[config.mk]
export PLATFORM = sky130hd
export DESIGN_NAME = hsv_to_rgb
export DESIGN_NICKNAME = d
export VERILOG_FILES = /design/src/hdl/h2r_pkg.sv /design/src/hdl/h2r_ctrl.sv /design/src/hdl/h2r_front.sv /design/src/hdl/h2r_back.sv /design/src/hdl/hsv_to_rgb.sv
export VERILOG_INCLUDE_DIRS = /design/src /design/src/hdl
export SDC_FILE = /design/constraint.sdc
export NUM_CORES = 1
export LEC_CHECK = 0
export ABC_AREA = 1
export ABC_CLOCK_PERIOD_IN_PS = 7400
export BUFFER_PORTS_ARGS = -buffer_cell sky130_fd_sc_hd__buf_4
export CAP_MARGIN = 20
export CORE_MARGIN = 4
export CORE_UTILIZATION = 30
export DETAILED_ROUTE_END_ITERATION = 8
export GPL_TIMING_DRIVEN = 0
export PLACE_DENSITY = 0.41
export RECOVER_POWER = 100
export SLEW_MARGIN = 20
export SYNTH_ARGS = -nofsm -noshare
export SYNTH_HDL_FRONTEND = slang
export SYNTH_SLANG_ARGS = --single-unit
export TNS_END_PERCENT = 20
[constraint.sdc]
create_clock -name clk -period 7.4 [get_ports clk]
set_clock_uncertainty 0.05 [all_clocks]
set_input_delay 2.22 -clock clk [delete_from_list [all_inputs] [get_ports clk]]
set_output_delay 2.22 -clock clk [all_outputs]
set_load 0.1 [all_outputs]
[src/hdl/hsv_to_rgb_macros.svh]
// ----------------------------------------------------------------------------
// hsv_to_rgb assertion macros
// Simulation-only concurrent checks, empty in synthesis builds.
// ----------------------------------------------------------------------------
`ifndef HSV_TO_RGB_MACROS_SVH
`define HSV_TO_RGB_MACROS_SVH

`ifndef SYNTHESIS

`define H2R_ASSERT(lbl, a_clk, a_rst_n, expr) \
  lbl: assert property (@(posedge a_clk) disable iff (!a_rst_n) (expr)) \
    else $error("h2r check failed");

`define H2R_ASSERT_IMP(lbl, a_clk, a_rst_n, ante, cons) \
  lbl: assert property (@(posedge a_clk) disable iff (!a_rst_n) (ante) |-> (cons)) \
    else $error("h2r check failed");

`define H2R_ASSERT_NEXT(lbl, a_clk, a_rst_n, ante, cons) \
  lbl: assert property (@(posedge a_clk) disable iff (!a_rst_n) (ante) |=> (cons)) \
    else $error("h2r check failed");

`else

`define H2R_ASSERT(lbl, a_clk, a_rst_n, expr)

`define H2R_ASSERT_IMP(lbl, a_clk, a_rst_n, ante, cons)

`define H2R_ASSERT_NEXT(lbl, a_clk, a_rst_n, ante, cons)

`endif

`endif

[src/hdl/h2r_pkg.sv]
// ----------------------------------------------------------------------------
// h2r_pkg
// Widths, constants, types and the channel clamp shared by the converter.
// ----------------------------------------------------------------------------
`default_nettype none

package h2r_pkg;

  localparam int HUE_W  = 15;
  localparam int SV_W   = 9;
  localparam int CH_W   = 8;
  localparam int C_W    = 18;   // v*s
  localparam int Q_W    = 12;   // ramp position 0..3840
  localparam int M_W    = 20;   // v*256 - c, signed
  localparam int P_W    = 30;   // c*q
  localparam int N_W    = 32;   // numerator in 1/(65536*3840), signed
  localparam int W_W    = 37;   // 17*numerator, signed
  localparam int FRAC_W = 24;   // 255/(65536*3840) == 17/2^24
  localparam int CV_W   = 17;   // 255*v

  localparam int NUM_STAGES = 5;

  localparam logic [HUE_W-1:0] FULL_CIRCLE  = 15'd23040;
  localparam int               SECTOR_STEPS = 3840;

  typedef enum logic [2:0] {
    SEC_RED_YEL = 3'd0,
    SEC_YEL_GRN = 3'd1,
    SEC_GRN_CYN = 3'd2,
    SEC_CYN_BLU = 3'd3,
    SEC_BLU_MAG = 3'd4,
    SEC_MAG_RED = 3'd5
  } sector_t;

  typedef struct packed {
    logic [NUM_STAGES-1:0] load;
    logic [NUM_STAGES-1:0] valid;
  } pipe_ctrl_t;

  // floor(w / 2^24) clamped to 0..255
  function automatic logic [CH_W-1:0] chan_clamp(input logic signed [W_W-1:0] w);
    logic [CH_W-1:0] res;
    if (w[W_W-1] || (w == '0)) begin
      res = '0;
    end else if (|w[W_W-2:FRAC_W+CH_W]) begin
      res = '1;
    end else begin
      res = w[FRAC_W+CH_W-1:FRAC_W];
    end
    return res;
  endfunction

endpackage

`default_nettype wire

[src/hdl/h2r_ctrl.sv]
// ----------------------------------------------------------------------------
// h2r_ctrl
// Valid bits and per-stage load enables; bubbles collapse on output stall.
// ----------------------------------------------------------------------------
`default_nettype none

`include "hsv_to_rgb_macros.svh"

module h2r_ctrl (
  input  wire logic                clk,
  input  wire logic                rst_n,
  input  wire logic                in_valid,
  output logic                     in_ready,
  output logic                     out_valid,
  input  wire logic                out_ready,
  output h2r_pkg::pipe_ctrl_t      ctrl_o
);

  localparam int N = h2r_pkg::NUM_STAGES;

  logic [N-1:0] vld_r;
  logic [N-1:0] vld_nxt;
  logic [N:0]   rdy;
  logic [N-1:0] src;

  always_comb begin
    rdy[N] = out_ready;
    for (int i = N - 1; i >= 0; i--) begin
      rdy[i] = !vld_r[i] || rdy[i+1];
    end
    src[0] = in_valid;
    for (int i = 1; i < N; i++) begin
      src[i] = vld_r[i-1];
    end
    for (int i = 0; i < N; i++) begin
      vld_nxt[i] = rdy[i] ? src[i] : vld_r[i];
    end
  end

  always_ff @(posedge clk) begin
    if (!rst_n) begin
      vld_r <= '0;
    end else begin
      vld_r <= vld_nxt;
    end
  end

  assign ctrl_o.load  = rdy[N-1:0] & src;
  assign ctrl_o.valid = vld_r;
  assign in_ready     = rdy[0];
  assign out_valid    = vld_r[N-1];

  `H2R_ASSERT_IMP(a_stall_full, clk, rst_n, !in_ready, &vld_r)
  `H2R_ASSERT_NEXT(a_accept_enters, clk, rst_n, in_valid && in_ready, vld_r[0])
  `H2R_ASSERT_NEXT(a_drain_moves, clk, rst_n, out_valid && out_ready && !vld_r[N-2],
                   !out_valid)

endmodule

`default_nettype wire

[src/hdl/h2r_front.sv]
// ----------------------------------------------------------------------------
// h2r_front
// Stages 1-2: hue wrap, chroma product, sector split, ramp position, m term.
// ----------------------------------------------------------------------------
`default_nettype none

`include "hsv_to_rgb_macros.svh"

module h2r_front (
  input  wire logic                                clk,
  input  wire logic                                rst_n,
  input  wire h2r_pkg::pipe_ctrl_t                 ctrl_i,
  input  wire logic [h2r_pkg::HUE_W-1:0]           hue_i,
  input  wire logic [h2r_pkg::SV_W-1:0]            sat_i,
  input  wire logic [h2r_pkg::SV_W-1:0]            bri_i,
  output h2r_pkg::sector_t                         sec_o,
  output logic [h2r_pkg::Q_W-1:0]                  q_o,
  output logic [h2r_pkg::C_W-1:0]                  c_o,
  output logic signed [h2r_pkg::M_W-1:0]           m0_o,
  output logic [h2r_pkg::SV_W-1:0]                 v_o
);

  localparam int HW = h2r_pkg::HUE_W;
  localparam int SS = h2r_pkg::SECTOR_STEPS;
  localparam logic [HW-1:0] B1 = HW'(1 * SS);
  localparam logic [HW-1:0] B2 = HW'(2 * SS);
  localparam logic [HW-1:0] B3 = HW'(3 * SS);
  localparam logic [HW-1:0] B4 = HW'(4 * SS);
  localparam logic [HW-1:0] B5 = HW'(5 * SS);

  // stage 1
  logic [HW-1:0]               s1_hue_r, s1_hue_nxt;
  logic [h2r_pkg::C_W-1:0]     s1_c_r, s1_c_nxt;
  logic [h2r_pkg::SV_W-1:0]    s1_v_r;

  assign s1_hue_nxt = (hue_i >= h2r_pkg::FULL_CIRCLE) ? hue_i - h2r_pkg::FULL_CIRCLE : hue_i;
  assign s1_c_nxt   = h2r_pkg::C_W'(bri_i) * h2r_pkg::C_W'(sat_i);

  always_ff @(posedge clk) begin
    if (ctrl_i.load[0]) begin
      s1_hue_r <= s1_hue_nxt;
      s1_c_r   <= s1_c_nxt;
      s1_v_r   <= bri_i;
    end
  end

  // stage 2
  h2r_pkg::sector_t              s2_sec_r, s2_sec_nxt;
  logic [h2r_pkg::Q_W-1:0]       s2_q_r, s2_q_nxt;
  logic [h2r_pkg::C_W-1:0]       s2_c_r;
  logic signed [h2r_pkg::M_W-1:0] s2_m0_r, s2_m0_nxt;
  logic [h2r_pkg::SV_W-1:0]      s2_v_r;
  logic [HW-1:0]                 base;
  logic [HW-1:0]                 pos_full;
  logic [h2r_pkg::Q_W-1:0]       pos;

  always_comb begin
    if (s1_hue_r >= B5) begin
      s2_sec_nxt = h2r_pkg::SEC_MAG_RED;
      base       = B5;
    end else if (s1_hue_r >= B4) begin
      s2_sec_nxt = h2r_pkg::SEC_BLU_MAG;
      base       = B4;
    end else if (s1_hue_r >= B3) begin
      s2_sec_nxt = h2r_pkg::SEC_CYN_BLU;
      base       = B3;
    end else if (s1_hue_r >= B2) begin
      s2_sec_nxt = h2r_pkg::SEC_GRN_CYN;
      base       = B2;
    end else if (s1_hue_r >= B1) begin
      s2_sec_nxt = h2r_pkg::SEC_YEL_GRN;
      base       = B1;
    end else begin
      s2_sec_nxt = h2r_pkg::SEC_RED_YEL;
      base       = '0;
    end
    pos_full = s1_hue_r - base;
    pos      = pos_full[h2r_pkg::Q_W-1:0];
    // falling ramp in odd sectors
    s2_q_nxt = s2_sec_nxt[0] ? h2r_pkg::Q_W'(SS) - pos : pos;
  end

  assign s2_m0_nxt = $signed({3'b000, s1_v_r, 8'h00}) - $signed({2'b00, s1_c_r});

  always_ff @(posedge clk) begin
    if (ctrl_i.load[1]) begin
      s2_sec_r <= s2_sec_nxt;
      s2_q_r   <= s2_q_nxt;
      s2_c_r   <= s1_c_r;
      s2_m0_r  <= s2_m0_nxt;
      s2_v_r   <= s1_v_r;
    end
  end

  assign sec_o = s2_sec_r;
  assign q_o   = s2_q_r;
  assign c_o   = s2_c_r;
  assign m0_o  = s2_m0_r;
  assign v_o   = s2_v_r;

  `H2R_ASSERT_IMP(a_hue_wrapped, clk, rst_n, ctrl_i.valid[0],
                  s1_hue_r < h2r_pkg::FULL_CIRCLE)
  `H2R_ASSERT_IMP(a_ramp_range, clk, rst_n, ctrl_i.valid[1],
                  s2_q_r <= h2r_pkg::Q_W'(SS))
  `H2R_ASSERT_IMP(a_ramp_top_odd, clk, rst_n,
                  ctrl_i.valid[1] && (s2_q_r == h2r_pkg::Q_W'(SS)), s2_sec_r[0])

endmodule

`default_nettype wire

[src/hdl/h2r_back.sv]
// ----------------------------------------------------------------------------
// h2r_back
// Stages 3-5: ramp product, m scaling, channel scale/clamp, sector routing.
// ----------------------------------------------------------------------------
`default_nettype none

module h2r_back (
  input  wire logic                                clk,
  input  wire h2r_pkg::pipe_ctrl_t                 ctrl_i,
  input  wire h2r_pkg::sector_t                    sec_i,
  input  wire logic [h2r_pkg::Q_W-1:0]             q_i,
  input  wire logic [h2r_pkg::C_W-1:0]             c_i,
  input  wire logic signed [h2r_pkg::M_W-1:0]      m0_i,
  input  wire logic [h2r_pkg::SV_W-1:0]            v_i,
  output logic [h2r_pkg::CH_W-1:0]                 red_o,
  output logic [h2r_pkg::CH_W-1:0]                 green_o,
  output logic [h2r_pkg::CH_W-1:0]                 blue_o
);

  localparam int PW = h2r_pkg::P_W;
  localparam int NW = h2r_pkg::N_W;
  localparam int WW = h2r_pkg::W_W;
  localparam int CW = h2r_pkg::CH_W;
  localparam int VW = h2r_pkg::CV_W;

  // stage 3: c*q and m*3840
  logic [PW-1:0]             s3_p_r, s3_p_nxt;
  logic signed [NW-1:0]      s3_mc_r, s3_mc_nxt;
  logic signed [NW-1:0]      m_ext;
  h2r_pkg::sector_t          s3_sec_r;
  logic [h2r_pkg::SV_W-1:0]  s3_v_r;

  assign s3_p_nxt  = PW'(c_i) * PW'(q_i);
  assign m_ext     = NW'(m0_i);
  assign s3_mc_nxt = (m_ext <<< 12) - (m_ext <<< 8);

  always_ff @(posedge clk) begin
    if (ctrl_i.load[2]) begin
      s3_p_r   <= s3_p_nxt;
      s3_mc_r  <= s3_mc_nxt;
      s3_sec_r <= sec_i;
      s3_v_r   <= v_i;
    end
  end

  // stage 4: ramp numerator, zero and full channels
  logic signed [NW-1:0]  s4_nx_r, s4_nx_nxt;
  logic [CW-1:0]         s4_zero_r, s4_zero_nxt;
  logic [CW-1:0]         s4_full_r, s4_full_nxt;
  h2r_pkg::sector_t      s4_sec_r;
  logic signed [WW-1:0]  m17;
  logic [VW-1:0]         cv;

  assign s4_nx_nxt   = $signed({2'b00, s3_p_r}) + s3_mc_r;
  assign m17         = WW'(s3_mc_r) + (WW'(s3_mc_r) <<< 4);
  assign s4_zero_nxt = h2r_pkg::chan_clamp(m17);
  // channel carrying c gets floor(255*v/256)
  assign cv          = {s3_v_r, 8'h00} - VW'(s3_v_r);
  assign s4_full_nxt = cv[VW-1] ? '1 : cv[VW-2:VW-1-CW];

  always_ff @(posedge clk) begin
    if (ctrl_i.load[3]) begin
      s4_nx_r   <= s4_nx_nxt;
      s4_zero_r <= s4_zero_nxt;
      s4_full_r <= s4_full_nxt;
      s4_sec_r  <= s3_sec_r;
    end
  end

  // stage 5: ramp channel and routing
  logic signed [WW-1:0]  x17;
  logic [CW-1:0]         xch;
  logic [CW-1:0]         red_r, red_nxt;
  logic [CW-1:0]         green_r, green_nxt;
  logic [CW-1:0]         blue_r, blue_nxt;

  assign x17 = WW'(s4_nx_r) + (WW'(s4_nx_r) <<< 4);
  assign xch = h2r_pkg::chan_clamp(x17);

  always_comb begin
    case (s4_sec_r)
      h2r_pkg::SEC_RED_YEL: begin
        red_nxt = s4_full_r; green_nxt = xch;       blue_nxt = s4_zero_r;
      end
      h2r_pkg::SEC_YEL_GRN: begin
        red_nxt = xch;       green_nxt = s4_full_r; blue_nxt = s4_zero_r;
      end
      h2r_pkg::SEC_GRN_CYN: begin
        red_nxt = s4_zero_r; green_nxt = s4_full_r; blue_nxt = xch;
      end
      h2r_pkg::SEC_CYN_BLU: begin
        red_nxt = s4_zero_r; green_nxt = xch;       blue_nxt = s4_full_r;
      end
      h2r_pkg::SEC_BLU_MAG: begin
        red_nxt = xch;       green_nxt = s4_zero_r; blue_nxt = s4_full_r;
      end
      default: begin
        red_nxt = s4_full_r; green_nxt = s4_zero_r; blue_nxt = xch;
      end
    endcase
  end

  always_ff @(posedge clk) begin
    if (ctrl_i.load[4]) begin
      red_r   <= red_nxt;
      green_r <= green_nxt;
      blue_r  <= blue_nxt;
    end
  end

  assign red_o   = red_r;
  assign green_o = green_r;
  assign blue_o  = blue_r;

endmodule

`default_nettype wire

[src/hdl/hsv_to_rgb.sv]
// ----------------------------------------------------------------------------
// hsv_to_rgb
// HSV to 8-bit RGB converter, five-stage pipeline.
//
//   channel | direction | handshake           | request fields
//   --------+-----------+---------------------+------------------------------
//   in      | input     | in_valid/in_ready   | hue, saturation, brightness
//   out     | output    | out_valid/out_ready | red, green, blue
//
// One request per cycle while the output is not stalled; out_valid is the last stage's valid bit.
// Depth is set by the chroma multiply, the c*q ramp multiply and the x17 scale.
// rst_n clears the stage valid bits only; data registers are not reset.
// A stalled output holds; empty stages upstream keep filling until all are full.
// ----------------------------------------------------------------------------
`default_nettype none

module hsv_to_rgb (
  input  wire logic                       clk,
  input  wire logic                       rst_n,
  input  wire logic                       in_valid,
  output logic                            in_ready,
  input  wire logic [h2r_pkg::HUE_W-1:0]  in_hue,
  input  wire logic [h2r_pkg::SV_W-1:0]   in_saturation,
  input  wire logic [h2r_pkg::SV_W-1:0]   in_brightness,
  output logic                            out_valid,
  input  wire logic                       out_ready,
  output logic [h2r_pkg::CH_W-1:0]        out_red,
  output logic [h2r_pkg::CH_W-1:0]        out_green,
  output logic [h2r_pkg::CH_W-1:0]        out_blue
);

  h2r_pkg::pipe_ctrl_t               ctrl;
  h2r_pkg::sector_t                  sec;
  logic [h2r_pkg::Q_W-1:0]           q;
  logic [h2r_pkg::C_W-1:0]           c;
  logic signed [h2r_pkg::M_W-1:0]    m0;
  logic [h2r_pkg::SV_W-1:0]          v;

  h2r_ctrl u_ctrl (
    .clk       (clk),
    .rst_n     (rst_n),
    .in_valid  (in_valid),
    .in_ready  (in_ready),
    .out_valid (out_valid),
    .out_ready (out_ready),
    .ctrl_o    (ctrl)
  );

  h2r_front u_front (
    .clk    (clk),
    .rst_n  (rst_n),
    .ctrl_i (ctrl),
    .hue_i  (in_hue),
    .sat_i  (in_saturation),
    .bri_i  (in_brightness),
    .sec_o  (sec),
    .q_o    (q),
    .c_o    (c),
    .m0_o   (m0),
    .v_o    (v)
  );

  h2r_back u_back (
    .clk     (clk),
    .ctrl_i  (ctrl),
    .sec_i   (sec),
    .q_i     (q),
    .c_i     (c),
    .m0_i    (m0),
    .v_i     (v),
    .red_o   (out_red),
    .green_o (out_green),
    .blue_o  (out_blue)
  );

endmodule

`default_nettype wire

* After elaboration in Yosys (flattened, before gate mapping)
Cells that the tools add are included.
Operators by class: $add $sub $neg 9, $lt $le $gt $ge 6, equality and inequality tests 4, muxes and demuxes 18, reductions and logical operators 24, bitwise gates (word level) 1, multiply operators 2
Operators with widths (count):
- 32-bit by 36-bit adder with 37-bit output | 2
- 37-bit logical NOT | 2
- 12-bit two-way mux | 6
- 8-bit case mux with 2 select lines | 3
- 31-bit by 32-bit adder with 32-bit output | 1
- 31-bit by 27-bit subtractor with 32-bit output | 1
- 15-bit by 14-bit greater-or-equal comparator with 1-bit output (second input constant) | 2
- 15-bit greater-or-equal comparator (second input constant) | 2
- 18-bit by 12-bit multiplier with 30-bit output | 1
- 8-bit two-way mux | 3
- 17-bit by 18-bit subtractor with 19-bit output | 1
- 9-bit by 9-bit multiplier with 18-bit output | 1
- 17-bit by 9-bit subtractor with 17-bit output | 1
- 15-bit by 12-bit greater-or-equal comparator with 1-bit output (second input constant) | 1
- 15-bit by 13-bit greater-or-equal comparator with 1-bit output (second input constant) | 1
- 15-bit two-way mux | 1
- 15-bit subtractor (second input constant) | 1
- 2-bit OR reduction | 7
- 12-bit subtractor | 1
- 12-bit subtractor (first input constant) | 1
- 4-bit OR reduction | 2
- 1-bit logical OR | 7
- 3-bit by 2-bit == test with 1-bit output (second input constant) | 2
- 3-bit two-way mux | 2
- 6 further kinds | 12
Storage, ports and cells: output and inout port bits 26, bits in registers 257, word-level logic and storage cells 89, input port bits 37

* Depth between registers and ports, before layout
word-level depth 9, mapped depth 23, gate-level depth less buffers 22

* Hierarchy
From an unflattened synthesis, not the netlist that was laid out.
Second synthesis, totals: cell total of the unflattened synthesis 3236, area, all modules 25879.8 µm²
Modules (own cells, without submodules):
- h2r_back | sequential area each 4234.1 µm², area each 18104.9 µm², instances 1, cells each 2374
- h2r_front | sequential area each 3062.9 µm², area each 7542.2 µm², instances 1, cells each 832
- h2r_ctrl | sequential area each 100.1 µm², area each 232.7 µm², instances 1, cells each 30

* Least setup slack after synthesis
OpenSTA, ideal clock, no wires.
path type input to register, from input port in_saturation[2] in the netlist's numbering, to register u_front.s1_c_r[15] in the netlist's numbering, data pin, data arrival time 5989 ps, setup time 265 ps, setup slack 1096 ps, required time 7085 ps, stages on the path 21, buffers on the path 1, cells stage by stage clkbuf_1 -> nand2_1 -> fa_1 -> inv_1 -> fa_1 -> ha_1 -> inv_1 -> fa_1 -> inv_1 -> ha_1 -> a21oi_1 -> nand2_1 -> nand2_1 -> nand2_1 -> a21oi_1 -> o21ai_0 -> nand2_1 -> nand2_1 -> a21oi_1 -> o21ai_0 -> xor2_1
On the way: longest elaborated chain between the ends 1
Ends and longest elaborated chain:
- start, declared | line hsv_to_rgb.sv:23 | input wire logic [h2r_pkg::SV_W-1:0] in_saturation,
- 9-bit by 9-bit multiplier with 18-bit output | line h2r_front.sv:37 | assign s1_c_nxt = h2r_pkg::C_W'(bri_i) * h2r_pkg::C_W'(sat_i);
- via u_front.s1_c_nxt, one bit | line h2r_front.sv:33 | logic [h2r_pkg::C_W-1:0] s1_c_r, s1_c_nxt;
- end signal, assigned | line h2r_front.sv:42 | s1_c_r <= s1_c_nxt;
- end, declared | line h2r_front.sv:33
The timed path passes the listed nets, and every way through them passes these cells. A chain may end at the register's enable or synchronous reset.

* Final worst setup path
from register u_front.s2_q_r, in the netlist u_front.q_o[5], to register u_back.s3_p_r[26], data pin
On the way: longest elaborated chain between the ends 1
Ends and longest elaborated chain:
- start, declared | line h2r_front.sv:49 | logic [h2r_pkg::Q_W-1:0] s2_q_r, s2_q_nxt;
- start signal, assigned | line h2r_front.sv:88 | s2_q_r <= s2_q_nxt;
- 18-bit by 12-bit multiplier with 30-bit output | line h2r_back.sv:33 | assign s3_p_nxt = PW'(c_i) * PW'(q_i);
- via u_back.s3_p_nxt[26] | line h2r_back.sv:27 | logic [PW-1:0] s3_p_r, s3_p_nxt;
- end signal, assigned | line h2r_back.sv:39 | s3_p_r <= s3_p_nxt;
- end, declared | line h2r_back.sv:27
The timed path passes the listed nets, and every way through them passes these cells.

==> impl_metrics.tcl <==
set metrics [dict create \
    layout_commonest_cell "nand2_1" \
    grt_max_degree 62 \
    antenna_cells 0 \
    holdWs_ns 0.365 \
    ant_nets 0 \
    vias 19158 \
    path_clk_slew_ns 0.06 \
    end_kind "flop" \
    fin_setup_tns_ns 0 \
    min_period_ns 6.86 \
    cts_tree "yes" \
    post_drt_wl_per_cell_um 16.6 \
    hold_viol_final 0 \
    maxSlewViolCount 140 \
    crit_type "reg2reg" \
    clock_path_buffers 3 \
    dr.first_iter.drc_count 959 \
    fin_cells 4180 \
    dpl.cell_count 4121 \
    cts_sinks 248 \
    finalWorstSetupSlack_ns 0.538 \
    utilization 0.334 \
    io_buffers 53 \
    comb_power_share 0.681 \
    netlist.area_leader.share 0.295 \
    drive_gt1_frac 0.0277 \
    max_freq_ghz 0.146 \
    hold_end "u_back.s4_nx_r[5]$_DFFE_PP_" \
    io_pins 63 \
    sw_frac_of_total 0.489 \
    slew_headroom -1.11 \
    ir_worst_vdd_mv 0.474 \
    syn_inst 2992 \
    synth_seq_area_share 0.299 \
    violations "capacitance limit, slew limit" \
    setup_violations 0 \
    synthDistinctLibCells 49 \
    outcome "finished, violations left" \
    yosysWarnings 0 \
    r2r_slack_ns 0.54 \
    grt_pass1_wl_mm 109 \
    holdBufCountCts 0 \
    hold_class "reg2reg" \
    p_clk_frac 0.126 \
    dieWidth_um 295 \
    fin_nets 3555 \
    post-cts-setup-buffer-count 0 \
    postLayoutCellArea_um2 27400 \
    synth_area_leaders "edfxtp_1 30%, fa_1 17%, nand2_1 12%, ha_1 11%, inv_1 9.7%" \
    synth_seq_cells 248 \
    mostFrequentLayoutCells "784 x nand2_1, 636 x inv_1, 243 x edfxtp_1, 217 x ha_1, 214 x fa_1" \
    synth_area_um2 24700 \
    cellLeakagePower_nw 13.4 \
    holdPathStages 0 \
    htreeDepth 2 \
    worstMarginPinSlew_ns 3.17 \
    p_seq_frac 0.193 \
    synth_enable_flop_cells 243 \
    cts_resized 0 \
    required_ns 7.62 \
    grt_pass1_vias 19621 \
    place_congestion 0.894 \
    p_total_mw 12.8 \
    synth_top_area_cell "edfxtp_1" \
    dp_slack_ns 0.366 \
    core-area_um2 81800 \
    p_per_area_nw_per_um2 467 \
    dpl_cell_area_um2 26600 \
    initial_core_util 0.302 \
    internal_power_mw 6.53 \
    crit_fanout 10 \
    drc_errors 0 \
    root_buffer "clkbuf_16" \
    hp-start "u_back.s3_p_r[5]$_DFFE_PP_" \
    critPathLaunchType "flop" \
    ys.flop_type "edfxtp_1" \
    overflow 0 \
    numCtsBuffers 34 \
    wl_mm 69.3 \
    rsz0062_at_grt "false" \
    grt.total_usage 0.160 \
    rows 105 \
    syn_area_per_cell_um2 8.27 \
    die_h_um 295 \
    finalCritPeriodShare 0.927 \
    cp.arrival_ns 7.08 \
    r2r_end "u_back.s3_p_r[26]$_DFFE_PP_" \
    async_flop_share 0 \
    antenna_found_initial 0 \
    syn_to_final_growth_pct 10.6 \
    dieArea_um2 87100 \
    syn_nets 3460 \
    switchingPower_mw 6.25 \
    r2r_cells 20 \
    clk_latency_ns 0.54 \
    cap_violations 4 \
    firstDrtPassIters 5 \
    vias_per_cell 4.58 \
    timing.rr.start "u_front.q_o[5]$_DFFE_PP_" \
    hpwl_mm 58.4 \
]
Yosys cell counts (5+ instances only):
cell type and n:
a21o_1 5, nor2_1 166, a21oi_1 164, nand3_1 105
ha_1 217, o21ai_1 11, nand2_2 8, o31ai_1 6
nand4_1 47, dfxtp_1 5, nand2_1 780, nor3_1 27
o21a_1 5, a22oi_1 8, inv_2 5, fa_1 214
o211ai_1 6, nor4_1 10, xor2_1 91, edfxtp_1 243
o21ai_0 77, a31oi_1 5, clkbuf_1 63, inv_1 637
o21bai_1 6, xnor2_1 44
state kept, by name (all words and copies together) (netlist names), 12 cells and up:
| signal | count |
|---|---|
| u_front.m0_o | 19 |
| u_back.s4_nx_r | 32 |
| u_back.s3_p_r | 30 |
| u_front.q_o | 12 |
| u_front.s1_c_r | 18 |
| u_front.s1_hue_r | 15 |
| u_front.c_o | 17 |
| u_back.s3_mc_r | 24 |
worst max-delay path by stage:
stage                              from  depth (start not counted)  slack, ns                      endpoint
2_1_floorplan          in_saturation[2]                         21       1.10  u_front.s1_c_r[15]$_DFFE_PP_
3_3_place_gp                  out_ready                          9      -0.02    u_front.m0_o[17]$_DFFE_PP_
3_5_place_dp           in_brightness[4]                         22       0.37  u_front.s1_c_r[15]$_DFFE_PP_
4_1_cts        u_front.q_o[5]$_DFFE_PP_                         20       0.55   u_back.s3_p_r[26]$_DFFE_PP_
5_1_grt        u_front.q_o[5]$_DFFE_PP_                         20       0.14   u_back.s3_p_r[26]$_DFFE_PP_
6_report       u_front.q_o[5]$_DFFE_PP_                         20       0.54   u_back.s3_p_r[26]$_DFFE_PP_
area by class of cell:
type                            instances  area [µm²]
Multi-Input combinational cell       2035       14600
Fill cell                            8672       54500
Timing Repair Buffer                   59         270
Buffer                                 66         248
Inverter                              643        2410
Clock buffer                           40         895
Clock inverter                         19         189
Sequential cell                       248        7400
Tap cell                             1070        1340
logic make-up after synthesis:
family / synth area share
XOR/XNOR: 0.0485
flip-flops: 0.299
adder cells (fa/ha/maj): 0.283
AND/OR/NAND/NOR: 0.194
AO/OA/AOI/OAI: 0.0672
buffers and inverters: 0.108
power by group through the flow:
stage / Combinational, mW / Sequential (mW) / Clock, mW
floorplan: 6.46 / 2.38 / 0
global placement: 8.80 / 2.50 / 0
detailed placement: 8.86 / 2.50 / 0
CTS: 8.92 / 2.47 / 1.67
global route: 10.0 / 2.48 / 1.74
finish: 8.70 / 2.46 / 1.61
worst max-delay path, cell delays in order (launching register included):
cell	delay (ns)
edfxtp_1	0.31
clkbuf_1	0.49
clkbuf_1	0.61
nand2_1	0.18
fa_1	0.57
inv_1	0.05
fa_1	0.54
inv_1	0.08
fa_1	0.47
fa_1	0.52
fa_1	0.55
inv_1	0.04
ha_1	0.39
nand2_1	0.10
nor2_1	0.17
nand4_1	0.10
o21ai_0	0.37
a21oi_1	0.20
o21ai_0	0.45
a31oi_1	0.18
xor2_1	0.18
metal layers:
metal  vias up  routed length, µm  GRT usage  part of all wire
li1       9624                  -          -                 -
met5         -                  0          0                 0
met3        91               2630     0.0219             0.038
met2       350              33900      0.283              0.49
met4         0               1830     0.0392             0.026
met1      9093              31000      0.207              0.45
(Power assumes the default switching activity.)
